--- config.mk ---
export PLATFORM = sky130hd
export DESIGN_NAME = rate_limited_dispatch_queue
export DESIGN_NICKNAME = d
export VERILOG_FILES = /design/src/rtl/rldq_pkg.sv /design/src/rtl/rldq_cell.sv /design/src/rtl/rldq_chain.sv /design/src/rtl/rate_limited_dispatch_queue.sv
export SDC_FILE = /design/constraint.sdc
export NUM_CORES = 1
export LEC_CHECK = 0
export BUFFER_PORTS_ARGS = -buffer_cell sky130_fd_sc_hd__buf_2
export CORE_UTILIZATION = 55
export CTS_BUF_LIST = sky130_fd_sc_hd__clkbuf_8
export DETAILED_ROUTE_END_ITERATION = 6
export GPL_ROUTABILITY_DRIVEN = 0
export PLACE_DENSITY = 0.75
export SLEW_MARGIN = 5
export SYNTH_ARGS = -nofsm -noshare
export SYNTH_HDL_FRONTEND = slang
export SYNTH_HIERARCHICAL = 1
export SYNTH_SLANG_ARGS = --single-unit
--- constraint.sdc ---
create_clock -name clk_i -period 5.03 [get_ports clk_i]
set_input_delay 0.503 -clock clk_i [delete_from_list [all_inputs] [get_ports clk_i]]
set_output_delay 0.503 -clock clk_i [all_outputs]
set_load 0.01 [all_outputs]
--- src/rtl/rldq_pkg.sv ---
// Shared types and codes for the rate-limited dispatch queue.
package rldq_pkg;

  typedef enum logic [2:0] {
    FUNC_SCHEDULE   = 3'd0,
    FUNC_CLEAR      = 3'd1,
    FUNC_PAUSE      = 3'd2,
    FUNC_RESUME     = 3'd3,
    FUNC_TICK       = 3'd4,
    FUNC_OWNER_GONE = 3'd5
  } func_e;

  typedef enum logic {
    ST_IDLE,
    ST_DISPATCH
  } state_e;

  localparam logic [15:0] IntervalReset = 16'd1000;
  localparam logic [15:0] TicksMax      = 16'hFFFF;

  typedef struct packed {
    logic [15:0] tag;
    logic [3:0]  owner;
    logic        has_owner;
    logic        cancelled;
  } entry_t;

  typedef struct packed {
    logic       shift_r;    // push at front: every cell takes its left neighbour
    logic       shift_l;    // pop at front: every cell takes its right neighbour
    logic       load_back;  // push at back: the cell at the fill position loads
    logic       cancel_en;
    logic [3:0] cancel_owner;
  } chain_ctrl_t;

endpackage

--- src/rtl/rldq_cell.sv ---
// One queue cell: holds an entry, shifts either way, loads or cancels it.
module rldq_cell
  import rldq_pkg::*;
(
  input  logic        clk_i,
  input  chain_ctrl_t ctrl_i,
  input  logic        load_i,
  input  entry_t      new_i,
  input  entry_t      left_i,
  input  entry_t      right_i,
  output entry_t      entry_o
);

  entry_t entry_q, entry_d;

  always_comb begin
    entry_d = entry_q;
    if (load_i) begin
      entry_d = new_i;
    end else if (ctrl_i.shift_r) begin
      entry_d = left_i;
    end else if (ctrl_i.shift_l) begin
      entry_d = right_i;
    end
    if (ctrl_i.cancel_en && entry_q.has_owner && (entry_q.owner == ctrl_i.cancel_owner)) begin
      entry_d.cancelled = 1'b1;
    end
  end

  always_ff @(posedge clk_i) begin
    entry_q <= entry_d;
  end

  assign entry_o = entry_q;

endmodule

--- src/rtl/rldq_chain.sv ---
// Row of queue cells, front at cell 0.
module rldq_chain
  import rldq_pkg::*;
#(
  parameter int QUEUE_DEPTH = 16,
  parameter int CW          = $clog2(QUEUE_DEPTH + 1)
) (
  input  logic          clk_i,
  input  chain_ctrl_t   ctrl_i,
  input  logic [CW-1:0] back_pos_i,
  input  entry_t        new_i,
  output entry_t        head_o
);

  entry_t cell_q [QUEUE_DEPTH];

  for (genvar i = 0; i < QUEUE_DEPTH; i++) begin : g_cell
    entry_t left, right;
    logic   load;

    if (i == 0) begin : g_first
      assign left = new_i;
    end else begin : g_mid
      assign left = cell_q[i-1];
    end

    if (i == QUEUE_DEPTH - 1) begin : g_last
      assign right = cell_q[i];
    end else begin : g_inner
      assign right = cell_q[i+1];
    end

    assign load = ctrl_i.load_back && (back_pos_i == CW'(i));

    rldq_cell u_cell (
      .clk_i   (clk_i),
      .ctrl_i  (ctrl_i),
      .load_i  (load),
      .new_i   (new_i),
      .left_i  (left),
      .right_i (right),
      .entry_o (cell_q[i])
    );
  end

  assign head_o = cell_q[0];

endmodule

--- src/rtl/rate_limited_dispatch_queue.sv ---
// Top level of the rate-limited dispatch queue.
//
//  channel   | ports                                            | handshake
//  ----------+--------------------------------------------------+---------------------------
//  command   | func_i request_tag_i owner_id_i has_owner_i      | start_i while busy_o low
//            | high_priority_i                                  |
//  result    | dispatched_o dispatched_tag_o overflow_o         | done_o, one cycle
//            | is_paused_o queue_count_o                        |
//  config    | interval_wdata_i                                 | interval_we_i
//
// Items that attempt no dispatch give their result the cycle after the beat.
// A dispatch attempt walks the front of the cell row, one entry removed per
// cycle, until it dispatches a live entry or finds the queue empty or paused;
// busy_o is high meanwhile.
// Reset clears control state, interval_q to IntervalReset; cells undefined until written.
// The receiver cannot stall; each result beat is shown for exactly one cycle.
module rate_limited_dispatch_queue
  import rldq_pkg::*;
#(
  parameter int QUEUE_DEPTH = 16
) (
  input  logic        clk_i,
  input  logic        rst_ni,
  input  logic        start_i,
  output logic        busy_o,
  input  logic [2:0]  func_i,
  input  logic [15:0] request_tag_i,
  input  logic [3:0]  owner_id_i,
  input  logic        has_owner_i,
  input  logic        high_priority_i,
  input  logic        interval_we_i,
  input  logic [15:0] interval_wdata_i,
  output logic        done_o,
  output logic        dispatched_o,
  output logic [15:0] dispatched_tag_o,
  output logic        overflow_o,
  output logic        is_paused_o,
  output logic [4:0]  queue_count_o
);

  localparam int CW = $clog2(QUEUE_DEPTH + 1);

  state_e        state_q, state_d;
  logic [CW-1:0] count_q, count_d;
  logic [15:0]   ticks_q, ticks_d;
  logic [15:0]   cd_q, cd_d;
  logic          armed_q, armed_d;
  logic          paused_q, paused_d;
  logic [15:0]   interval_q, interval_d;
  logic          done_q, done_d;
  logic          disp_q, disp_d;
  logic [15:0]   tag_q, tag_d;
  logic          ovf_q, ovf_d;

  chain_ctrl_t ctrl;
  entry_t      new_entry, head;
  func_e       func;
  logic        accept, full, ticks_ge, tick_fire, go_disp, head_skip, empty_or_paused;
  logic [15:0] cd_dec;
  logic [31:0] count_ext;

  assign func            = func_e'(func_i);
  assign accept          = start_i && (state_q == ST_IDLE);
  assign full            = (count_q == CW'(QUEUE_DEPTH));
  assign ticks_ge        = (ticks_q >= interval_q);
  assign cd_dec          = (cd_q != 16'd0) ? cd_q - 16'd1 : 16'd0;
  assign tick_fire       = armed_q && (cd_dec == 16'd0);
  assign head_skip       = head.has_owner && head.cancelled;
  assign empty_or_paused = (count_q == '0) || paused_q;
  assign go_disp         = accept && (((func == FUNC_SCHEDULE) && !full && ticks_ge)
                                   || ((func == FUNC_TICK) && tick_fire));

  assign new_entry.tag       = request_tag_i;
  assign new_entry.owner     = owner_id_i;
  assign new_entry.has_owner = has_owner_i;
  assign new_entry.cancelled = 1'b0;

  assign interval_d = interval_we_i ? interval_wdata_i : interval_q;

  // next state
  always_comb begin
    state_d = state_q;
    case (state_q)
      ST_IDLE: begin
        if (go_disp) begin
          state_d = ST_DISPATCH;
        end
      end
      ST_DISPATCH: begin
        if (empty_or_paused || !head_skip) begin
          state_d = ST_IDLE;
        end
      end
      default: state_d = ST_IDLE;
    endcase
  end

  // datapath and result
  always_comb begin
    count_d  = count_q;
    ticks_d  = ticks_q;
    cd_d     = cd_q;
    armed_d  = armed_q;
    paused_d = paused_q;
    done_d   = 1'b0;
    disp_d   = 1'b0;
    tag_d    = 16'd0;
    ovf_d    = 1'b0;
    ctrl     = '0;
    case (state_q)
      ST_IDLE: begin
        if (accept) begin
          case (func)
            FUNC_SCHEDULE: begin
              if (full) begin
                ovf_d  = 1'b1;
                done_d = 1'b1;
              end else begin
                if (high_priority_i) begin
                  ctrl.shift_r = 1'b1;
                end else begin
                  ctrl.load_back = 1'b1;
                end
                count_d = count_q + CW'(1);
                if (!ticks_ge) begin
                  done_d = 1'b1;
                  if (count_q == '0) begin
                    cd_d    = interval_q - ticks_q;
                    armed_d = 1'b1;
                  end
                end
              end
            end
            FUNC_CLEAR: begin
              count_d = '0;
              done_d  = 1'b1;
            end
            FUNC_PAUSE: begin
              paused_d = 1'b1;
              armed_d  = 1'b0;
              done_d   = 1'b1;
            end
            FUNC_RESUME: begin
              paused_d = 1'b0;
              cd_d     = interval_q;
              armed_d  = 1'b1;
              done_d   = 1'b1;
            end
            FUNC_TICK: begin
              if (ticks_q != TicksMax) begin
                ticks_d = ticks_q + 16'd1;
              end
              if (armed_q) begin
                cd_d = cd_dec;
                if (cd_dec == 16'd0) begin
                  armed_d = 1'b0;
                end
              end
              done_d = !tick_fire;
            end
            FUNC_OWNER_GONE: begin
              ctrl.cancel_en    = 1'b1;
              ctrl.cancel_owner = owner_id_i;
              done_d            = 1'b1;
            end
            default: done_d = 1'b1;
          endcase
        end
      end
      ST_DISPATCH: begin
        if (empty_or_paused) begin
          done_d = 1'b1;
        end else begin
          ctrl.shift_l = 1'b1;
          count_d      = count_q - CW'(1);
          if (!head_skip) begin
            done_d  = 1'b1;
            disp_d  = 1'b1;
            tag_d   = head.tag;
            ticks_d = 16'd0;
            if (count_q != CW'(1)) begin
              cd_d    = interval_q;
              armed_d = 1'b1;
            end
          end
        end
      end
      default: ;
    endcase
  end

  rldq_chain #(
    .QUEUE_DEPTH (QUEUE_DEPTH),
    .CW          (CW)
  ) u_chain (
    .clk_i      (clk_i),
    .ctrl_i     (ctrl),
    .back_pos_i (count_q),
    .new_i      (new_entry),
    .head_o     (head)
  );

  always_ff @(posedge clk_i or negedge rst_ni) begin
    if (!rst_ni) begin
      state_q    <= ST_IDLE;
      count_q    <= '0;
      ticks_q    <= 16'd0;
      cd_q       <= 16'd0;
      armed_q    <= 1'b0;
      paused_q   <= 1'b0;
      interval_q <= IntervalReset;
      done_q     <= 1'b0;
    end else begin
      state_q    <= state_d;
      count_q    <= count_d;
      ticks_q    <= ticks_d;
      cd_q       <= cd_d;
      armed_q    <= armed_d;
      paused_q   <= paused_d;
      interval_q <= interval_d;
      done_q     <= done_d;
    end
  end

  always_ff @(posedge clk_i) begin
    disp_q <= disp_d;
    tag_q  <= tag_d;
    ovf_q  <= ovf_d;
  end

  // pause state and fill level are already post-beat while done_o is high
  assign count_ext        = 32'(count_q);
  assign busy_o           = (state_q != ST_IDLE);
  assign done_o           = done_q;
  assign dispatched_o     = disp_q;
  assign dispatched_tag_o = tag_q;
  assign overflow_o       = ovf_q;
  assign is_paused_o      = paused_q;
  assign queue_count_o    = count_ext[4:0];

endmodule

==> results.md <==
## Power and ir drop
- **internal power summed over all cells** 6.47 mW
- **switching power as a share of total power** 29.8%
- **part of the power in the clock network** 31.8%
- **Power Density** 354 mW/mm²
- **combinational fraction of design power** 18.8%
- **IR drop worst, VDD** 0.360 mV
- **power dissipated by switching net loads** 2.75 mW
- **leakage power** 8.15 nW
- **Sequential Power Share** 49.3%

## Yosys
- **dominant cell by count in the synthesized netlist** sky130_fd_sc_hd__nand2_1
- **warning count from the yosys run** 6
- **Yosys top cell by area** sky130_fd_sc_hd__edfxtp_1
- **cell types with the largest area share after synthesis** sky130_fd_sc_hd__edfxtp_1, sky130_fd_sc_hd__mux2i_1, sky130_fd_sc_hd__o21ai_1
- **most frequently used flop master after synthesis** sky130_fd_sc_hd__edfxtp_1
- **Avg Inst Size Synth** 10.8 µm²
- **synthesized cell area** 0.0246 mm²
- **number of enable flip-flop cells after synthesis** 336
- **async set-or-reset flop fraction in the synthesized netlist** 13.3%
- **top cell type's share of synthesized area** 41.1%
- **count of distinct cell types in the synthesized netlist** 79
- **Mapped Cells** 2264
- **sequential fraction of the synthesis area** 49.7%
- **ranking of synthesized cells by instance count** sky130_fd_sc_hd__nand2_1, sky130_fd_sc_hd__mux2i_1, sky130_fd_sc_hd__edfxtp_1
- **flops & latches, synth** 427

## Timing
- **Post-Route Hold Slack** 0.0678 ns
- **Max Clock Skew** 0.0480 ns
- **unrepaired setup endpoints after global routing** no
- **count of final setup violators** 0
- **time the worst path needs with I/O delays and setup** 4.04 ns
- **Final Hold Fails** 0
- **final cycle utilization of the critical path** 80.4%
- **Max Freq** 247 MHz
- **Least-Margin Pin Slew** 1.14 ns
- **final setup slack of the worst path** 0.988 ns
- **number of pins exceeding their max-slew limit in the final report** 0
- **relative max-transition margin** 24.3%
- **final setup TNS** 0 ns

## Global route
- **number of antenna violations at the first check in global routing** 1
- **global-route wire length before repair** 89100 µm
- **global-route congestion overflow total** 0
- **pin count of the biggest net entering global routing** 114
- **number of global-route vias before repair** 17700
- **combined global-route utilization of all metal layers** 24.6%

## Route
- **WL final** 55900 µm
- **vias per inst** 5.76
- **detailed-route via count** 17000
- **number of nets with antenna violations after detailed routing** 0
- **post-route DRC violation count** 0
- **Initial DRT Pass Iterations** 6
- **met3 wire len** 2750 µm
- **met2 wire len** 29200 µm
- **DR top layer** met5
- **met1 WL** 22400 µm
- **starting DRC count in detailed routing** 1271
- **routed wire length per instance** 18.9 µm

## Critical path
- **capturing point of the worst reg2reg path** u_chain/g_cell[8].u_cell/entry_o[2]$_DFFE_PP_
- **arrival time of the worst setup path** 4.28 ns
- **Critical Path Slowest Stage Cell** sky130_fd_sc_hd__or3_1
- **logic depth of the worst path, buffers included** 8
- **startpoint of the worst-slack reg-to-reg timing path** queue_count_o[0]$_DFFE_PN0P_
- **number of buffers and inverters on the critical path** 2
- **Critical Path Start Type** flip-flop
- **Worst Setup End Kind** flip-flop
- **critical path fanouts, max** 45
- **dominant delay contributor by cell family on the critical path** simple AND/OR/NAND/NOR gates
- **setup slack, reg-to-reg** 0.99 ns
- **required time of the worst setup path** 5.27 ns
- **CP max stage delay** 0.79 ns
- **worst-path cell chain** inv_1 > ha_1 > and3_1 > nor4_1 > nand4bb_1 > nor3_2 > buf_4 > or3_1
- **launch point of the critical path** queue_count_o[0]$_DFFE_PN0P_
- **category of the most critical setup path** reg2reg
- **number of cell instances on the worst register-to-register path** 8

## Floorplanning
- **Die Width** 213 µm
- **number of cell rows** 77
- **initial cell density of the core** 55.7%
- **full die area** 0.0455 mm²
- **core region area** 0.0441 mm²
- **height of the chip** 213 µm
- **IO Pins** 71

## Clock network
- **count of clock tree sinks** 427
- **Resized Gates After CTS** 0
- **clock tree from TritonCTS** done
- **number of buffers on the longest clock path** 3
- **worst-skew pair later-pin latency** 0.65 ns
- **setup fix buffers added after clock tree synthesis** 0
- **CTS Root Cell** sky130_fd_sc_hd__clkbuf_8
- **number of buffers added to fix hold violations after cts** 1
- **H-tree depth reported by CTS** 3
- **clock-pin slew on the worst setup and hold paths** 0.06 ns
- **number of CTS-inserted buffers** 73

## Finish
- **net count reported at finish** 2372
- **share of layout cells above drive strength 1** 12.2%
- **Post-Layout Inst Area** 0.0261 mm²
- **area growth from synthesis to final layout** 6.10%
- **antenna diode count** 0

## Min path
- **launch point of the worst hold path** interval_wdata_i[0]
- **number of cells on the worst hold path** 3
- **destination of the worst hold path** interval_q[0]$_DFFE_PN0P_
- **type of the tightest min-delay check** in2reg

## Placed design
- **port bufs** 70
- **pre-CTS setup slack** 0.992 ns
- **cell area after placement** 0.0247 mm²
- **post-detailed-placement half-perimeter wirelength** 38700 µm

## Run
- **max_cap viols** 0

## Run status
- **run status** finished clean

-- power by group through the flow --
stage          combinational (mW)  sequential (mW)  clock [mW]
6_report                     1.74             4.55        2.93
5_1_grt                      1.90             4.58        3.16
4_1_cts                      1.73             4.54        3.01
3_5_place_dp                 1.71             4.60           0
3_3_place_gp                 1.65             4.58           0
2_1_floorplan                1.35             4.47           0
-- worst max path at each step --
stage	slack, ns	end
global placement	1.12	u_chain/g_cell[0].u_cell/entry_o[13]$_DFFE_PP_
detailed placement	0.99	u_chain/g_cell[8].u_cell/entry_o[13]$_DFFE_PP_
CTS	0.99	u_chain/g_cell[0].u_cell/entry_o[21]$_DFFE_PP_
global route	0.62	u_chain/g_cell[8].u_cell/entry_o[2]$_DFFE_PP_
finish	0.99	u_chain/g_cell[8].u_cell/entry_o[2]$_DFFE_PP_
floorplan	0.27	u_chain/g_cell[0].u_cell/entry_o[10]$_DFFE_PP_
-- sequential cells by signal (all words and copies together) (netlist names) --
register / count
armed_q: 1
busy_o: 1
cd_q: 16
dispatched_o: 1
dispatched_tag_o: 16
done_o: 1
interval_q: 16
is_paused_o: 1
overflow_o: 1
queue_count_o: 5
ticks_q: 16
u_chain/g_cell.u_cell/entry_o: 352
-- per-stage QoR --
stage	utilization (%)	instances	power (mW)
2_1_floorplan	-	2280	5.82
3_3_place_gp	56.0	2820	6.23
3_5_place_dp	56.0	2820	6.32
4_1_cts	59.1	2955	9.27
5_1_grt	59.1	2955	9.64
6_report	59.1	2955	9.22
-- cell families (layout without fill, tap and decap cells) --
family,count (synthesis),count (layout),synth area share [%]
multiplexers,381,381,16.1
AND/OR/NAND/NOR,635,635,11.5
XOR/XNOR,90,90,3.21
flip-flops,427,427,49.7
other,1,17,0.0153
AO/OA/AOI/OAI,505,505,12.0
adder cells (fa/ha/maj),23,23,1.20
buffers and inverters,202,285,6.30
-- final cells by class --
type                            count  area, µm²
Timing Repair Buffer              100        616
Sequential cell                   427      12200
Multi-Input combinational cell   1651      10900
Tap cell                          592        741
Clock inverter                     52        231
Inverter                           51        191
Fill cell                        3752      18100
Clock buffer                       82       1130
-- cell usage in the layout (no fill, tap or decap), types with 9 or more instances in the layout --
cell,count
sky130_fd_sc_hd__a21o_1,9
sky130_fd_sc_hd__a21oi_1,24
sky130_fd_sc_hd__a31oi_1,11
sky130_fd_sc_hd__and2_1,21
sky130_fd_sc_hd__buf_2,70
sky130_fd_sc_hd__buf_4,26
sky130_fd_sc_hd__clkbuf_8,82
sky130_fd_sc_hd__clkinv_1,16
sky130_fd_sc_hd__conb_1,17
sky130_fd_sc_hd__dfrtp_1,51
sky130_fd_sc_hd__dfxtp_1,34
sky130_fd_sc_hd__edfxtp_1,336
sky130_fd_sc_hd__ha_1,22
sky130_fd_sc_hd__inv_1,75
sky130_fd_sc_hd__mux2_2,19
sky130_fd_sc_hd__mux2_4,21
sky130_fd_sc_hd__mux2i_1,341
sky130_fd_sc_hd__nand2_1,397
sky130_fd_sc_hd__nand2b_1,19
sky130_fd_sc_hd__nand3_1,43
sky130_fd_sc_hd__nand4_1,10
sky130_fd_sc_hd__nor2_1,36
sky130_fd_sc_hd__nor2_2,9
sky130_fd_sc_hd__nor3_1,26
sky130_fd_sc_hd__nor4_1,10
sky130_fd_sc_hd__o211ai_1,20
sky130_fd_sc_hd__o211ai_2,16
sky130_fd_sc_hd__o21ai_0,59
sky130_fd_sc_hd__o21ai_1,304
sky130_fd_sc_hd__or3_1,23
sky130_fd_sc_hd__xnor2_1,88
-- metal layers --
metal | GRT usage, % | vias up
met5 | 0 | -
met1 | 29.1 | 8089
met4 | 9.29 | 2
li1 | - | 8305
met2 | 44.4 | 508
met3 | 4.40 | 127
-- worst reg2reg max path: cells and delay by family (launching register included) --
family                     cells  cell delay (ns)
buffers and inverters          2             0.60
DFF                            1             0.68
adders and majority gates      1             0.29
and+or+nand+nor                5             2.10
No activity file was read; power rests on OpenSTA's default activity.
